`src/design/chrt_ram.sv`:
```
// ----------------------------------------------------------------------------
// chrt_ram
// generic single port ram with registered read
// ----------------------------------------------------------------------------
module chrt_ram #(
   parameter int WIDTH = 8,
   parameter int DEPTH = 16
) (
   input  logic                     clock,
   input  logic                     wr_en,
   input  logic [$clog2(DEPTH)-1:0] addr,
   input  logic [WIDTH-1:0]         wr_data,
   output logic [WIDTH-1:0]         rd_data
);

   logic [WIDTH-1:0] mem [DEPTH];

   // read before write, read registered
   always_ff @(posedge clock) begin
      if (wr_en) begin
         mem[addr] <= wr_data;
      end
      rd_data <= mem[addr];
   end

endmodule

```
`config.mk`:
```
export PLATFORM = sky130hd
export DESIGN_NAME = chrt_ram
export DESIGN_NICKNAME = d
export VERILOG_FILES = /design/src/design/chrt_ram.sv
export SDC_FILE = /design/constraint.sdc
export NUM_CORES = 1
export LEC_CHECK = 0
export BUFFER_PORTS_ARGS = -buffer_cell sky130_fd_sc_hd__buf_2
export CAP_MARGIN = 10
export CORE_UTILIZATION = 34
export DETAILED_ROUTE_END_ITERATION = 8
export PLACE_DENSITY_LB_ADDON = 0.15
export SYNTH_ARGS = -nofsm -noshare
export SYNTH_HDL_FRONTEND = slang
export SYNTH_SLANG_ARGS = --single-unit
```
`constraint.sdc`:
```
create_clock -name clock -period 2.2 [get_ports clock]
set_clock_uncertainty 0.1 [all_clocks]
set_input_delay 0.44 -clock clock [delete_from_list [all_inputs] [get_ports clock]]
set_output_delay 0.44 -clock clock [all_outputs]
set_load 0.02 [all_outputs]
```
==> metrics.md <==
| Metric | Value |
|---|---|
| Outcome | `finished clean` |
| Critical path class | `input port to flop` |
| Resized cells post-CTS | `0` |
| Remaining DRCs | `0` |
| Fmax | `approximately 0.65 GHz` |
| Synth top area share | `between 70% and 80%` |
| RSZ-0062 raised after global routing | `false` |
| CTS tree | `done` |
| Distinct cells, synth | `18` |
| Placed cell count | `approximately 460` |
| Clock Power Share | `between 40 and 50%` |
| Seq/Total Area, Yosys | `between 70% and 80%` |
| Global-route wire length before repair | `about 16000 um` |
| Most common cell after layout, fill and taps aside | `edfxtp_1` |
| Maximum clock path buffer count | `2` |
| Diode count | `0` |
| DP Area | `around 5600 um^2` |
| Post-synthesis register bit count | `136` |
| Pin count of the biggest net entering global routing | `22` |
| Net Sw Power | `~1100 uW` |
| Synth Net Count | `between 200 and 250` |
| Root buf cell | `clkbuf_16` |
| Die area | `roughly 15000 um^2` |
| Vias in the first global route | `approximately 2600` |
| VDD IR max | `~600 uV` |
| Chip width | `~120 um` |
| Hpwl dp | `approximately 7000 um` |
| Die Ht | `roughly 120 um` |
| Highest-count cells in the layout ignoring fill and taps | `edfxtp_1 (128), mux4_2 (32), buf_4 (28)` |
| CTS Buf Count | `17` |
| Worst skew pair latency | `410 ps` |
| Syn Inst Count | `230` |
| Share of layout cells above drive strength 1 | `between 30% and 40%` |
| Fin nets | `between 300 and 400` |
| Seq pwr share | `50.8%` |
| Initial antenna violation count | `0` |
| Post-Syn Area | `approximately 5100 um^2` |
| Worst-margin pin slew | `between 400 and 500 ps` |
| Hold Fails Final Rpt | `0` |
| Core ar. | `~15000 um^2` |
| Vias | `between 2000 and 2500` |
| Final instance area | `a little over 6000 um^2` |
| Endpoints failing setup | `0` |
| Relative slew slack | `between 70% and 80%` |
| Num Clock Sinks | `between 100 and 150` |
| WP data required | `between 2000 and 2500 ps` |
| Hold crit path type | `input port to flop` |
| Arrival time worst endpoint | `~1700 ps` |
| DR iter-0 viols | `around 220` |
| H-tree lvl count | `4` |
| Leak pwr | `about 0.002 uW` |
| FILL cells | `about 1300` |
| Postcts setup bufs | `0` |
| Hold WS | `around 320 ps` |
| Yosys top cell by area | `edfxtp_1` |
| Logic pwr share | `around 5.4%` |
| Cts hold-fix bufs | `0` |
| CP startpoint kind | `input port` |
| Period Utilization, post-route | `a little over two thirds` |
| Post-synthesis area per instance | `~22 um^2` |
| # IOs | `22` |
| Max-Cap Viols | `0` |
| Initial DRT Pass Iterations | `4` |
| Overall Power | `5747 uW` |
| Cell area power density | `approximately 930 nW/um^2` |
| Starting density of the core | `between 30% and 40%` |
| Final antenna-violating net count | `0` |
| Yosys warns | `0` |
| DRT Wirelength | `10380 um` |
| Reg clk slew, reported paths | `50 ps` |
| TNS Setup | `0 ps` |
| Wire length per cell | `21.36 um` |
| CP Max Fanout | `20` |
| Crit. End Element | `flop` |
| IO buf count | `21` |
| Routability Congestion | `about 0.72` |
| Sw frac | `19.65%` |
| Grt total ovfl | `0` |
| Area Overhead vs Synth | `21.48%` |
| Int Power | `around 4600 uW` |
| Row count | `between 40 and 50` |
| Final min period | `1536 ps` |
| Non-filler instance count after layout | `486` |
| Vias per cell | `just under 5` |
| Top post-synthesis cells by area | `edfxtp_1 (76%), mux4_2 (14%), dfxtp_1 (3.2%)` |
| Final Max Slew Viols | `0` |
| GRT Util Overall | `between 10% and 20%` |
==> cell families (layout without fill, tap and decap cells) <==
kind of cell	count (synthesis)	in the layout	share of synthesized area [%]
buffers and inverters	11	83	1.185
AND/OR/NAND/NOR	35	35	3.210
flip-flops	136	136	79.01
AO/OA/AOI/OAI	16	16	2.370
multiplexers	32	32	14.22
==> synth_stat cells <==
master,instances
buf_2,2
clkbuf_1,2
nor3_1,4
buf_1,4
buf_6,2
mux4_2,32
dfxtp_1,8
and2_1,1
nor2_1,13
edfxtp_1,128
nand3_1,1
nand2_1,9
nand2b_1,2
or3b_2,1
nand3b_1,2
clkbuf_2,1
nor2b_1,2
a22oi_1,16
==> cell type report <==
class / count / area (um^2) / area share, %
clock inverters: 5 / 47.55 / 0.7724
well taps: 184 / 230.2 / 3.740
multi-input cells: 83 / 1003 / 16.30
clock buffers: 25 / 475.5 / 7.724
repair buffers: 53 / 395.4 / 6.423
flip-flops and latches: 136 / 4004 / 65.04
==> state kept, by name, indices dropped and copies added (netlist names) <==
signal / cells
mem: 128
rd_data: 8
==> through the flow <==
step                      utilization (%)  setup WS, ps
final                               42.36         663.9
after global routing                42.36         594.2
after CTS                           42.36         669.8
after detailed placement            38.76         230.4
after global placement              38.76         247.9
after floorplan                         -         167.0
==> per-layer routing <==
layer,vias up,part of all wire (%),track usage [%]
li1,1083,-,-
met1,1268,46,19.54
met2,50,48,24.17
met3,15,4.3,4.029
met4,0,2.1,7.813
met5,-,0,0
==> power groups by stage <==
stage	logic, uW	clock network (uW)	registers (uW)
floorplan	149	0	2980
global placement	314	0	2970
detailed placement	317	0	2970
CTS	317	2560	2920
global route	337	2680	2920
finish	308	2520	2920
==> worst paths after layout <==
| kind | startpoint | to | slack [ps] | cells after the start |
|---|---|---|---|---|
| min reg2reg | mem[12][4] | rd_data[4] | 570 | 3 |
| max | addr[0] | rd_data[4] | 660 | 5 |
| min | wr_data[2] | mem[8][2] | 320 | 1 |
| max reg2reg | mem[3][4] | rd_data[4] | 740 | 3 |
==> worst max-delay path: stages <==
cell     delay, ps
buf_2          160
buf_12         210
mux4_2         510
a22oi_1        310
nand2_1        100
Note: power is estimated with default switching activity, not from simulation.
